### config.mk
export PLATFORM = sky130hd
export DESIGN_NAME = sgdl_ram
export DESIGN_NICKNAME = d
export VERILOG_FILES = /design/src/rtl/sgdl_ram.sv
export SDC_FILE = /design/constraint.sdc
export NUM_CORES = 1
export LEC_CHECK = 0
export BUFFER_PORTS_ARGS = -buffer_cell sky130_fd_sc_hd__buf_2
export CORE_ASPECT_RATIO = 1.75
export CORE_UTILIZATION = 45
export CTS_CLUSTER_DIAMETER = 200
export DETAILED_ROUTE_END_ITERATION = 16
export HOLD_SLACK_MARGIN = 0.03
export PLACE_DENSITY = 0.73
export SKIP_LAST_GASP = 1
export SLEW_MARGIN = 0
export SYNTH_ARGS = -nofsm -noshare
export SYNTH_HDL_FRONTEND = slang
export SYNTH_SLANG_ARGS = --single-unit
### constraint.sdc
create_clock -name clk -period 4.4 [get_ports clk]
set_input_delay 0.88 -clock clk [delete_from_list [all_inputs] [get_ports clk]]
set_output_delay 0.88 -clock clk [all_outputs]
set_load 0.02 [all_outputs]
### src/rtl/sgdl_ram.sv
`timescale 1ns / 1ps

module sgdl_ram #(
    parameter int WIDTH = 32,
    parameter int DEPTH = 8
) (
    input  logic                                     clk,
    input  logic                                     we,
    input  logic [(DEPTH > 1 ? $clog2(DEPTH) : 1)-1:0] waddr,
    input  logic [WIDTH-1:0]                         wdata,
    input  logic [(DEPTH > 1 ? $clog2(DEPTH) : 1)-1:0] raddr,
    output logic [WIDTH-1:0]                         rdata
);

    logic [WIDTH-1:0] mem [DEPTH];

    always_ff @(posedge clk)
    begin
        if (we)
        begin
            mem[waddr] <= wdata;
        end
        rdata <= mem[raddr];
    end

endmodule

==> impl_metrics.toml <==
[critical_path]
cp_slowest_cell = "buf_4"
crit_required_ps = 4810
max_stage_delay_ps = 820
crit_buf_inv = 1
crit_family = "multiplexers"
worstPathArrival_ps = 2720
critPathLaunchType = "input pin"
critical_path.endpoint_type = "register"
crit_chain = "buf_4 > mux4_1 > mux2_2"
crit_type = "in2reg"
path_max_fanout = 64

[timing]
worst_pin_slew_ps = 1150
slew_headroom = 0.235
slew_violations = 0
fin_crit_sh = 0.525
hold_violations = 0
skew_ps = 9.87
clock.fmax_ghz = 0.433
period_minus_slack_ps = 2310
setup-violations-final = 0
setup_tns_ps = 0
rsz0062_at_grt = "false"

[floorplanning]
dieArea_um2 = 23900
coreArea_um2 = 22700
start_util = 0.460
io_pins = 72
die_x_um = 117
fp.dieH_um = 204
row_count = 73

[clock_network]
cts_resized = 0
cts_buffers = 24
cts_hold_buffers = 0
postCtsSetupBuffers = 0
clockBufferDepth = 3
clk_pin_slew_ps = 70
tritoncts = "yes"
clock_latency_ps = 520
h-tree-depth = 1
root_buffer = "clkbuf_16"
clkSinkCount = 288

[detailed_routing]
drc = 0
vias = 4480
drt-vias-per-instance = 5.45
first_pass_iters = 4
post_drt_wl_per_cell_um = 22.3
ant_nets = 0
drt-initial-drc-count = 233
routed_wl_um = 18300

[grt]
grt_usage = 0.161
grt-ovfl-total = 0
grt_pass1_wl_um = 27500
grt_max_degree = 65
grt_pass1_vias = 4850
antenna_found_initial = 3

[run]
drv_cap = 0

[logic_synthesis]
syn_nets = 455
syn_area_um2 = 10500
syn_area_per_cell_um2 = 25.2
synth-seq-cells = 288
yosysWarnings = 0
synth_seq_area_share = 0.796
synth_cell_types = 13
synth_cells = 415

[final_layout]
drive_above_1_share = 0.342
syn_to_final_growth_pct = 14.1
final_nets = 543
post-route-cell-area_um2 = 11900
final_common_cell = "edfxtp_1"
utilization = 0.525
layout_common_cells = "edfxtp_1 (256), buf_2 (70), mux4_1 (40), mux2_2 (32), dfxtp_1 (32)"

[placed_design]
dp_hpwl_um = 10200
portBuffers = 71
place_area_um2 = 11200
gp_congestion = 0.695

[pwr]
switching_power_mw = 1.11
power_switching_share = 0.204
pwr-share-seq = 0.573
irDropWorstVdd_mv = 0.263
internal_power_mw = 4.33
comb_power_share = 0.057
power_density_nw_per_um2 = 455
p_leak_nw = 4.01
clkPwrFrac = 0.371

[hold_path]
hold_class = "in2reg"

[outcome]
status = "completed"
[cell families (layout without fill, tap and decap cells)]
family | after synthesis | in the layout | synth area share
mux | 96 | 96 | 0.186
flops | 288 | 288 | 0.796
buf+inv | 18 | 124 | 0.0122
simple gates | 13 | 13 | 0.00562
other cells | 0 | 1 | 0
[cell usage after synthesis (all sizes together)]
cell type	n	area (µm²)
edfxtp	256	7690
mux4	64	1590
dfxtp	32	641
mux2	32	360
buf	17	124
nor2	6	22.5
nand2b	3	18.8
nand2	2	7.51
nor3	2	10.0
clkbuf	1	3.75
[layer usage]
metal,vias up,share of wire,GRT usage
li1,1957,-,-
met1,2370,0.37,0.185
met2,112,0.55,0.289
met3,37,0.047,0.0288
met4,4,0.029,0.0692
met5,-,0.0011,0
[through the flow]
stage	cells	hold slack, ps	power (mW)	setup slack [ps]
after global routing	822	613	5.60	1970
after detailed placement	777	655	3.49	1510
final	822	614	5.44	2090
after CTS	821	595	5.49	2070
after floorplan	415	641	3.36	673
after global placement	777	647	3.47	1570
[worst register-to-register path: stages, from the launching register on]
cell,delay [ps]
edfxtp_1,380
mux4_1,510
mux2_2,270
[path summary, 6_finish.rpt]
kind,endpoint,slack (ps),from,depth (start not counted)
setup / recovery,rdata[26]$_DFF_P_,2090,raddr[0],3
hold / removal,mem[6][8]$_DFFE_PP_,610,wdata[8],1
setup reg to reg,rdata[8]$_DFF_P_,3130,mem[3][8]$_DFFE_PP_,2
hold reg to reg,rdata[16]$_DFF_P_,680,mem[1][16]$_DFFE_PP_,2
[registers in the layout, indices dropped and copies added (netlist names)]
name	cells
rdata	32
mem	256
[final cells by class]
cell class / count / area [µm²]
Tap cell: 300 / 375
Fill cell: 1673 / 10800
Timing Repair Buffer: 80 / 425
Clock inverter: 16 / 100
Sequential cell: 288 / 8330
Multi-Input combinational cell: 109 / 2070
Clock buffer: 28 / 647
Antenna cell: 1 / 2.50
[power groups by stage]
| stage | combinational (mW) | sequential [mW] | clock [mW] |
|---|---|---|---|
| global route | 0.332 | 3.12 | 2.14 |
| detailed placement | 0.314 | 3.18 | 0 |
| floorplan | 0.156 | 3.21 | 0 |
| finish | 0.309 | 3.11 | 2.02 |
| global placement | 0.303 | 3.17 | 0 |
| CTS | 0.315 | 3.12 | 2.06 |
(Power assumes the default switching activity.)
