## src/rtl/sgdl_pkg.sv

```systemverilog
`timescale 1ns / 1ps

package sgdl_pkg;

    // Fixed Q16.16 word and the widths that grow out of it.
    localparam int DATA_W = 32;
    localparam int FRAC   = 16;
    localparam int COST_W = 40;
    localparam int ACC_W  = 52;   // dot product of up to eight terms minus target
    localparam int SUM_W  = 56;   // sum of up to 64 squared error terms
    localparam int DIV_W  = 56;   // dividend width of the shift divider
    localparam int SH_W   = 3;    // shift amount up to log2(2*64)
    localparam int MUL_W  = 33;
    localparam int PROD_W = 2 * MUL_W;

    // Number of sample slots. It is a power of two, so both divisions by it are shifts.
    localparam int SAMPLES = 8;
    localparam logic [SH_W-1:0] COST_SH = SH_W'($clog2(2 * SAMPLES));
    localparam logic [SH_W-1:0] GRAD_SH = SH_W'($clog2(SAMPLES));

    // Stream payload widths, padded to whole bytes.
    localparam int IN_W  = 136;
    localparam int OUT_W = 216;

    localparam logic [DATA_W-1:0] ONE_Q16  = 32'h0001_0000;
    localparam logic [COST_W-1:0] COST_MAX = {COST_W{1'b1}};
    localparam logic [15:0]       RATE_RST = 16'd66;

    localparam logic KIND_LOAD  = 1'b0;
    localparam logic KIND_TRAIN = 1'b1;

    typedef struct packed {
        logic              start;
        logic [DIV_W-1:0]  dividend;
        logic [SH_W-1:0]   shift;
    } div_req_t;

    function automatic logic signed [DATA_W-1:0] sat32(input logic signed [ACC_W-1:0] v);
        logic signed [ACC_W-1:0] hi;
        logic signed [ACC_W-1:0] lo;
        hi = ACC_W'(64'sd2147483647);
        lo = ACC_W'(-64'sd2147483648);
        if (v > hi)
            return 32'sh7FFF_FFFF;
        else if (v < lo)
            return 32'sh8000_0000;
        else
            return v[DATA_W-1:0];
    endfunction

endpackage

```

## src/rtl/sgdl_mul.sv

```systemverilog
`timescale 1ns / 1ps

module sgdl_mul (
    input  logic                                  clk,
    input  logic signed [sgdl_pkg::MUL_W-1:0]     a,
    input  logic signed [sgdl_pkg::MUL_W-1:0]     b,
    output logic signed [sgdl_pkg::PROD_W-1:0]    p
);

    // One signed product per cycle, registered.
    always_ff @(posedge clk)
    begin
        p <= a * b;
    end

endmodule

```

## config.mk

```make
export PLATFORM = sky130hd
export DESIGN_NAME = sgdl_mul
export DESIGN_NICKNAME = d
export VERILOG_FILES = /design/src/rtl/sgdl_pkg.sv /design/src/rtl/sgdl_mul.sv
export SDC_FILE = /design/constraint.sdc
export NUM_CORES = 2
export LEC_CHECK = 0
export ABC_AREA = 1
export ABC_CLOCK_PERIOD_IN_PS = 8000
export BUFFER_PORTS_ARGS = -buffer_cell sky130_fd_sc_hd__buf_2
export CORE_ASPECT_RATIO = 0.6
export CORE_MARGIN = 4
export CORE_UTILIZATION = 40
export DETAILED_ROUTE_END_ITERATION = 7
export SKIP_LAST_GASP = 1
export SLEW_MARGIN = 20
export SYNTH_ARGS = -nofsm -noshare
export SYNTH_HDL_FRONTEND = slang
export SYNTH_SLANG_ARGS = --single-unit
export TNS_END_PERCENT = 1
```

## constraint.sdc

```tcl
create_clock -name clk -period 8 [get_ports clk]
set_clock_uncertainty 0.1 [all_clocks]
set_input_delay 1.6 -clock clk [delete_from_list [all_inputs] [get_ports clk]]
set_output_delay 1.6 -clock clk [all_outputs]
set_load 0.02 [all_outputs]
```

==> qor.txt <==
Worst Setup End Kind - flop
Slew @ Worst Pin - 0.720 ns
slowest stage delay, CP - 0.64 ns
syn_area_per_cell - 7.79 sq um
EDFF count, synth - 0
root cell of the clock tree - clkbuf_16
TritonCTS clock tree - yes
layout cell share with drive strength beyond 1 - 15.8%
min Tclk post-route - 7.92 ns
# IOs - 133
WL/cell - 18.9 um
run status - complete, no violations
leading cell type in the layout, fill and taps excluded - inv_1
CP bufs+invs - 9
Placer Congestion - 0.987
CP max FO - 16
Largest register FFs - 66
final wirelength - 138,000 um
Tcrit/Tclk final - 99.0%
Startpoint Class - primary input
clock transition at the registers of the reported paths - 0.08 ns
syn_nets - 6,972
Vias/cell - 4.71
Post-DP HPWL - 124,000 um
ANT cells - 0
largest net degree at the start of global routing - 28
die area - 113,000 sq um
Top reg by flops - p
P&R area growth vs syn - 17.1%
Fin Setup TNS - 0 ns
Core Util, Final - 47.2%
register area share after synthesis - 3.06%
cts hold-fix bufs - 0
Synth cell types - 35
flop and latch count out of synthesis - 66
Remaining DRCs - 0
Num CTS Buffers - 9
fmax - 126 MHz
Worst Path Arrival - 8.05 ns
total track usage - 24.8%
post-place instance area - 48,700 sq um
number of port buffers - 132
synthesized instance count - 5,543
Final ANT Viol Nets - 0
critical path's top delay family - adder cells
Required @ worst endpoint - 8.13 ns
Worst Min Path Start - a[0]
synth warn - 0
H-tree depth - 3
number of global-route vias before repair - 36,290
antenna violations before repair - 3
HP Class - primary input to flop
RSZ-0062 raised after global routing - true
Final Hold Viols - 0
most frequent cells in the layout - 1,870 x inv_1, 1,452 x nand2_1, 1,101 x fa_1
# rows - 93
Top FF cell, synth - dfxtp_1
first-pass GRT wire length - 215,000 um
number of max-cap violations - 0
Total Nets Final - 7,315
Top Registers - p (66)
Setup-failing EPs final - 0
most numerous cell on the critical path - fa_1
Horiz. Die Dim - 432 um
drt first-iter violations - 2,827
GRT overflow - 0
Hold EP - p[0]
Mapped Area - 43,200 sq um
CTS sink cnt - 66
1st-pass router iterations - 5
Slew Limit Fails - 0
Worst Hold Depth - 4
Finished Cell Area - 50,600 sq um
Die H - 262 um
asr flop ratio synth - 0%
worst slew margin relative to its limit - 51.9%
core area - 107,000 sq um
Crit Path Class - primary input to flop
Vias - 34,460
CTS Buffer Depth - 2
Initial Util - 40.3%
slowest CP cell - fa_1
cells by family after synthesis:
| family | after synthesis | synth area share, % |
|---|---|---|
| xor gates and xnor gates | 41 | 0.832 |
| AOI/OAI and AO/OA | 106 | 1.38 |
| and+or+nand+nor | 1810 | 16.6 |
| DFF | 66 | 3.06 |
| buffers and inverters | 2158 | 18.8 |
| adders and majority gates | 1362 | 59.4 |
synthesized netlist by cell type (2+ instances only):
master / number / share of area [%]
nor2_2: 20 / 0.29
a21oi_2: 4 / 0.081
nor3_1: 7 / 0.081
a21oi_1: 61 / 0.71
dfxtp_1: 66 / 3.1
nor4_1: 4 / 0.058
fa_1: 1145 / 53
nand3b_1: 3 / 0.052
o21ai_1: 3 / 0.035
nor2_1: 131 / 1.1
nand3_2: 8 / 0.19
nand3_1: 70 / 0.81
nand2_2: 17 / 0.25
o21ai_0: 19 / 0.22
ha_1: 217 / 6.3
inv_1: 1894 / 16
xnor2_1: 4 / 0.081
xor2_1: 37 / 0.75
or2_2: 5 / 0.072
o21bai_1: 14 / 0.24
nand4_1: 19 / 0.28
nand2_1: 1517 / 13
and2_1: 2 / 0.029
clkbuf_1: 262 / 2.3
nor2_4: 3 / 0.078
a21o_1: 2 / 0.035
metal layers:
metal | GRT usage [%] | part of all wire (%)
met3 | 9.37 | 13
met2 | 33.2 | 38
met4 | 2.89 | 1.2
met1 | 38.7 | 48
met5 | 0.504 | 0.057
cell type report:
type / instances / area [sq um]
Timing Repair Buffer: 595 / 5090
Tap cell: 1425 / 1780
Inverter: 1895 / 7120
Sequential cell: 66 / 1320
Clock inverter: 7 / 93.8
Multi-Input combinational cell: 3319 / 34900
Fill cell: 10357 / 56600
Clock buffer: 9 / 225
what timing repair did:
item	CTS	global route
gates cloned	0	1
resized for setup	54	353
pin swaps	4	94
setup endpoints to repair	41	46
buffers inserted	6	6
worst max-delay path by stage:
| stage | from | to | slack [ns] | cells past startpoint |
|---|---|---|---|---|
| 2_1_floorplan | a[32] | p[60] | -0.01 | 25 |
| 3_3_place_gp | b[7] | p[63] | -0.81 | 26 |
| 3_5_place_dp | b[7] | p[60] | -0.80 | 26 |
| 4_1_cts | a[22] | p[53] | -0.03 | 26 |
| 5_1_grt | b[12] | p[50] | -0.12 | 29 |
| 6_report | a[9] | p[50] | 0.08 | 27 |
per-stage QoR:
step / setup WS, ns / hold slack (ns) / std cells
CTS: -0.0341 / 1.59 / 7309
finish: 0.0793 / 1.60 / 7316
global route: -0.119 / 1.60 / 7316
detailed placement: -0.799 / 1.92 / 7287
global placement: -0.808 / 1.92 / 7287
floorplan: -0.0107 / 1.76 / 5543
Power is left out: the tool's default activity adds up to more than one toggle a clock period on the data nets, which glitch-free logic cannot reach.
