===== src/rtl/sgdl_pkg.sv =====
`timescale 1ns / 1ps

package sgdl_pkg;

    // Fixed Q16.16 word and the widths that grow out of it.
    localparam int DATA_W = 32;
    localparam int FRAC   = 16;
    localparam int COST_W = 40;
    localparam int ACC_W  = 52;   // dot product of up to eight terms minus target
    localparam int SUM_W  = 56;   // sum of up to 64 squared error terms
    localparam int DIV_W  = 56;   // dividend width of the shift divider
    localparam int SH_W   = 3;    // shift amount up to log2(2*64)
    localparam int MUL_W  = 33;
    localparam int PROD_W = 2 * MUL_W;

    // Number of sample slots. It is a power of two, so both divisions by it are shifts.
    localparam int SAMPLES = 8;
    localparam logic [SH_W-1:0] COST_SH = SH_W'($clog2(2 * SAMPLES));
    localparam logic [SH_W-1:0] GRAD_SH = SH_W'($clog2(SAMPLES));

    // Stream payload widths, padded to whole bytes.
    localparam int IN_W  = 136;
    localparam int OUT_W = 216;

    localparam logic [DATA_W-1:0] ONE_Q16  = 32'h0001_0000;
    localparam logic [COST_W-1:0] COST_MAX = {COST_W{1'b1}};
    localparam logic [15:0]       RATE_RST = 16'd66;

    localparam logic KIND_LOAD  = 1'b0;
    localparam logic KIND_TRAIN = 1'b1;

    typedef struct packed {
        logic              start;
        logic [DIV_W-1:0]  dividend;
        logic [SH_W-1:0]   shift;
    } div_req_t;

    function automatic logic signed [DATA_W-1:0] sat32(input logic signed [ACC_W-1:0] v);
        logic signed [ACC_W-1:0] hi;
        logic signed [ACC_W-1:0] lo;
        hi = ACC_W'(64'sd2147483647);
        lo = ACC_W'(-64'sd2147483648);
        if (v > hi)
            return 32'sh7FFF_FFFF;
        else if (v < lo)
            return 32'sh8000_0000;
        else
            return v[DATA_W-1:0];
    endfunction

endpackage


===== src/rtl/sgdl_div.sv =====
`timescale 1ns / 1ps

module sgdl_div (
    input  logic                           clk,
    input  logic                           rst_n,
    input  sgdl_pkg::div_req_t             req,
    output logic                           done,
    output logic [sgdl_pkg::DIV_W-1:0]     quotient
);

    logic                          done_reg;
    logic [sgdl_pkg::DIV_W-1:0]    quo_reg;

    // Division by a power of two: the quotient is the dividend shifted right,
    // ready in the cycle after start.
    always_ff @(posedge clk or negedge rst_n)
    begin
        if (!rst_n)
        begin
            done_reg <= 1'b0;
        end
        else
        begin
            done_reg <= req.start;
        end
    end

    always_ff @(posedge clk)
    begin
        if (req.start)
        begin
            quo_reg <= req.dividend >> req.shift;
        end
    end

    assign done     = done_reg;
    assign quotient = quo_reg;

endmodule


===== config.mk =====
export PLATFORM = sky130hd
export DESIGN_NAME = sgdl_div
export DESIGN_NICKNAME = d
export VERILOG_FILES = /design/src/rtl/sgdl_pkg.sv /design/src/rtl/sgdl_div.sv
export SDC_FILE = /design/constraint.sdc
export NUM_CORES = 1
export LEC_CHECK = 0
export BUFFER_PORTS_ARGS = -buffer_cell sky130_fd_sc_hd__buf_4
export CAP_MARGIN = 20
export CORE_ASPECT_RATIO = 0.6
export CORE_MARGIN = 1.5
export CORE_UTILIZATION = 25
export DETAILED_ROUTE_END_ITERATION = 12
export HOLD_SLACK_MARGIN = 0.15
export RECOVER_POWER = 100
export SETUP_SLACK_MARGIN = 0.4
export SLEW_MARGIN = 30
export SYNTH_ARGS = -nofsm -noshare
export SYNTH_HDL_FRONTEND = slang
export SYNTH_SLANG_ARGS = --single-unit

===== constraint.sdc =====
create_clock -name clk -period 0.8 [get_ports clk]
set_clock_uncertainty 0.2 [all_clocks]
set_input_delay 0.24 -clock clk [delete_from_list [all_inputs] [get_ports clk]]
set_output_delay 0.24 -clock clk [all_outputs]
set_load 0.02 [all_outputs]

==> results of run 1 <==
-- logic make-up (layout without fill, tap and decap cells) --
logic type             count (synthesis)  after routing  synth area share, %
flip-flops                            57             57                 46.9
AO/OA/AOI/OAI                        104            104                 21.7
buffers and inverters                 30            250                 5.19
multiplexers                          70             70                 20.6
AND/OR/NAND/NOR                       42             45                 5.64
-- power breakdown --
part / internal [mW] / switching, mW / leakage (nW)
logic: 2.45 / 2.14 / 2.38
clock network: 2.39 / 1.48 / 0.136
registers: 3.71 / 0.187 / 0.561
-- metrics by stage --
stage	cells	instance area, um2
finish	718	7700
floorplan	303	3950
global placement	657	5510
global route	718	7700
CTS	706	7340
detailed placement	657	5510
-- placed cells by master, fill, tap and decap left out, drive strengths merged, types with 4 or more instances in the layout --
master,instances
a2bb2o,4
or2,5
a211oi,14
nor2,25
edfxtp,56
a221oi,25
buf,229
mux2,39
nand2b,4
a221o,4
o22ai,51
clkbuf,15
mux2i,31
-- area by class of cell --
class / count / area (um2)
Clock inverter: 6 / 58.8
Clock buffer: 10 / 229
Multi-Input combinational cell: 219 / 2810
Sequential cell: 57 / 1710
Tap cell: 192 / 240
Timing Repair Buffer: 234 / 2660
Fill cell: 1129 / 6210
-- worst min-delay path by stage --
stage	slack, ps	end	depth (start not counted)	startpoint
final	-530	done	1	rst_n
after global routing	-530	done	1	rst_n
after global placement	-180	done	1	rst_n
after detailed placement	-180	done	1	rst_n
after CTS	-530	done	1	rst_n
after floorplan	-260	done	0	rst_n
-- routing by layer --
metal	track usage [%]	vias to the layer above	routed length (um)
li1	-	1728	-
met1	29.6	1982	7740
met2	32.6	224	7680
met3	7.13	29	1620
met4	3.73	0	238
met5	0	-	0
-- timing repair --
item                       4_1_cts  5_1_grt
hold endpoints to repair         6        5
setup endpoints to repair      170      170
pin swaps                       35       18
gates resized for setup        227       51
buffers inserted                20       10
gates cloned                    13        2
==> flow_metrics.py, run 1 <==
metrics = {
    "die": {
        "die_w_um": 159,
        "start_util_pct": 26.1,
        "core-area_um2": 13900,
        "fp-row-count": 33,
        "die_h_um": 96.4,
        "die_area_um2": 15300,
        "pin_count": 119,
    },
    "synthesis": {
        "yosys-top-cells-area": "edfxtp_1 46%, mux2_2 12%, o22ai_1 8.8%",
        "synthMostInstantiatedCell": "edfxtp_1",
        "ys_types": 33,
        "synth.avg_cell_area_um2": 12.0,
        "ys_top_cells_by_count": "56 x edfxtp_1, 51 x o22ai_1, 38 x mux2_2",
        "ys.flop_type": "edfxtp_1",
        "synth-edff-count": 56,
        "synth_seq_cells": 57,
        "syn-instance-count": 303,
        "yosysTopAreaCell": "edfxtp_1",
        "synth_top_area_share_pct": 46.2,
        "syn_area_um2": 3640,
        "async_flop_share_pct": 1.75,
        "syn-num-nets": 365,
        "synth-seq-area-share_pct": 46.9,
        "ys.warnings.count": 0,
    },
    "layout": {
        "largest_reg_flops": 56,
        "antenna_cells": 0,
        "drive_above_1_share_pct": 78.9,
        "area_growth_pct": 112,
        "nNetsFinal": 583,
        "utilization_pct": 55.3,
    },
    "setup_path": {
        "cp_top_family": "flip-flops",
        "arrival_ps": 950,
        "startpoint": "quotient[43]",
        "slowest_delay_ps": 450,
        "cp_cell_sequence": "buf_6",
        "critPathCapture": "quotient[43]",
        "cp.depth": 1,
        "slowest_stage": "edfxtp_1",
        "cp-start-kind": "flip-flop",
        "cp_max_fo": 1,
        "endpoint_kind": "output pin",
        "critPathRequiredTime_ps": 360,
        "crit_type": "reg -> out",
        "cp.buffers_inverters": 1,
    },
    "sta": {
        "worstMarginPinSlew_ps": 432,
        "setup_slack_ps": -587,
        "tns_ps": -55610,
        "fin_crit_ps": 1390,
        "slew_viol_final": 0,
        "hold_viol_final": 1,
        "whs_ps": -533,
        "setup_viol": 157,
        "period_share_pct": 173,
        "rsz0062_at_grt": "true",
        "max_slew_margin_pct": 70.4,
        "max_clock_freq_ghz": 0.721,
    },
    "grt": {
        "grt_pass1_vias": 3884,
        "track_usage_pct": 21.3,
        "antenna_found_initial": 0,
        "grt_pass1_wl_um": 24100,
        "overflow": 0,
        "grt_max_degree": 28,
    },
    "pwr": {
        "finalPower_mw": 12.4,
        "power_leakage_nw": 3.07,
        "p_per_area_nw_per_um2": 1600,
        "ir_drop_mv": 1.18,
    },
    "routing": {
        "drt_pass1_iterations": 4,
        "avgViaCountPerCell": 5.52,
        "wl_per_cell_um": 24.1,
        "route.detailed.drc": 0,
        "wl_um": 17300,
        "drt-initial-drc-count": 273,
        "vias": 3963,
        "ant_nets": 0,
    },
    "placed_design": {
        "port_buffers": 118,
        "hpwlAfterDp_um": 9960,
        "gp_congestion": 0.824,
        "place_ws_ps": -1040,
    },
    "cts": {
        "cts_inserted_buffers": 9,
        "root_buffer": "clkbuf_16",
        "cts_buffer_depth": 2,
        "cts_tree": "built",
        "cts_sinks": 57,
        "cts_htree_levels": 3,
        "clkTransAtPathRegs_ps": 60,
    },
    "status": {
        "violations": "hold timing, setup timing",
        "status": "complete, but fails checks",
    },
    "run": {
        "cap_viol_max_count": 0,
    },
    "hold_path": {
        "hold_class": "in -> async",
    },
}
(Power assumes the default switching activity.)
==> run 2: changes to the inputs <==
==> constraint.sdc (replaced) <==
create_clock -name clk -period 1.3 [get_ports clk]
set_clock_uncertainty 0.2 [all_clocks]
set_input_delay 0.39 -clock clk [delete_from_list [all_inputs] [get_ports clk]]
set_output_delay 0.39 -clock clk [all_outputs]
set_load 0.02 [all_outputs]
==> flow_metrics.py, run 2 (synthesis gave the netlist of run 1 again) <==
metrics = {
    "sta": {
        "max_slew_margin_pct": 76.0,
        "setup_slack_ps": -259,
        "whs_ps": 195,
        "rsz0062_at_grt": "true",
        "hold_viol_final": 0,
        "period_share_pct": 120,
        "setup_viol": 106,
        "tns_ps": -11330,
        "fin_crit_ps": 1560,
        "slew_viol_final": 0,
        "worstMarginPinSlew_ps": 350,
        "max_clock_freq_ghz": 0.641,
    },
    "layout": {
        "layout_commonest_cell": "buf_4",
        "largest_reg_flops": 56,
        "nNetsFinal": 576,
        "antenna_cells": 0,
        "area_growth_pct": 104,
        "final_cell_area_um2": 7430,
        "drive_above_1_share_pct": 75.7,
        "final_cell_mix": "106 x buf_4, 78 x buf_6, 56 x edfxtp_1, 32 x o22ai_2, 31 x mux2_4",
    },
    "pwr": {
        "ir_drop_mv": 0.708,
        "p_per_area_nw_per_um2": 1080,
        "power_leakage_nw": 3.00,
        "finalPower_mw": 8.02,
    },
    "die": {
        "fp-row-count": 33,
        "pin_count": 119,
        "core-area_um2": 13900,
        "start_util_pct": 26.1,
        "die_area_um2": 15300,
        "die_h_um": 96.4,
        "die_w_um": 159,
    },
    "hold_path": {
        "hold_class": "in -> async",
    },
    "cts": {
        "cts_sinks": 57,
        "cts_buffer_depth": 2,
        "cts_tree": "built",
        "root_buffer": "clkbuf_16",
        "cts_inserted_buffers": 9,
        "cts_htree_levels": 3,
        "clkTransAtPathRegs_ps": 60,
    },
    "placed_design": {
        "port_buffers": 118,
        "hpwlAfterDp_um": 9960,
        "gp_congestion": 0.824,
        "placed_cell_area_um2": 5510,
    },
    "routing": {
        "drt_pass1_iterations": 5,
        "route.detailed.drc": 0,
        "wl_um": 16500,
        "ant_nets": 0,
        "vias": 3863,
        "drt-initial-drc-count": 223,
        "wl_per_cell_um": 23.2,
        "avgViaCountPerCell": 5.43,
    },
    "setup_path": {
        "arrival_ps": 970,
        "cp_cell_sequence": "buf_6",
        "slowest_delay_ps": 460,
        "crit_type": "reg -> out",
        "critPathRequiredTime_ps": 710,
        "slowest_stage": "edfxtp_1",
        "cp-start-kind": "flip-flop",
        "cp_top_family": "flip-flops",
        "endpoint_kind": "output pin",
        "cp.buffers_inverters": 1,
        "cp_max_fo": 1,
    },
    "grt": {
        "overflow": 0,
        "track_usage_pct": 21.3,
        "grt_max_degree": 18,
        "antenna_found_initial": 0,
        "grt_pass1_wl_um": 23900,
        "grt_pass1_vias": 3853,
    },
    "status": {
        "violations": "setup timing",
        "status": "complete, but fails checks",
    },
    "run": {
        "cap_viol_max_count": 0,
    },
}
-- run 2: changes by cell type in the layout (fill, tap and decap cells not counted), sizes merged --
| cell | before | now |
|---|---|---|
| and2 | 2 | 3 |
| buf | 229 | 216 |
| bufinv | 1 | 4 |
| clkbuf | 15 | 19 |
| clkinvlp | 2 | 0 |
| dlygate4sd3 | 0 | 1 |
| or2 | 5 | 4 |
-- run 2: layout make-up --
type,instances,area [um2]
Clock inverter,7,133
Timing Repair Buffer,227,2420
Fill cell,1162,6480
Multi-Input combinational cell,219,2710
Tap cell,192,240
Sequential cell,57,1710
Clock buffer,9,225
-- run 2: report_power, final --
group,internal (mW),leakage [nW],switching (mW),total [mW]
Sequential,2.28,0.561,0.113,2.39
Clock,2.05,0.174,0.912,2.96
Combinational,1.41,2.27,1.26,2.66
-- run 2: repair_timing --
action,4_1_cts,5_1_grt
pin swaps,38,24
cloned,11,1
hold buffers,1,0
setup buffers,18,7
hold endpoints to repair,3,0
gates resized for setup,219,35
endpoints found under the setup margin,156,113
-- run 2: worst max-delay path by stage --
stage,depth (start not counted),to,startpoint
2_1_floorplan,4,quotient[0],req[1]
3_3_place_gp,5,quotient[5],req[2]
3_5_place_dp,5,quotient[42],req[2]
4_1_cts,1,quotient[42],quotient[42]
5_1_grt,1,quotient[42],quotient[42]
6_report,1,quotient[42],quotient[42]
-- run 2: per-layer routing --
| metal | vias up | part of all wire (%) | global-route usage [%] |
|---|---|---|---|
| met3 | 20 | 7.6 | 5.16 |
| li1 | 1701 | - | - |
| met2 | 196 | 44 | 33.3 |
| met4 | 0 | 1.3 | 5.48 |
| met1 | 1946 | 47 | 29.7 |
| met5 | - | 0 | 0 |
-- run 2: stage by stage --
step / std cells / utilization [%] / setup WS, ps
6_report: 711 / 53.4 / -259
5_1_grt: 711 / 53.4 / -257
4_1_cts: 703 / 52.0 / -252
3_5_place_dp: 657 / 39.6 / -702
3_3_place_gp: 657 / 39.6 / -664
2_1_floorplan: 303 / - / -354
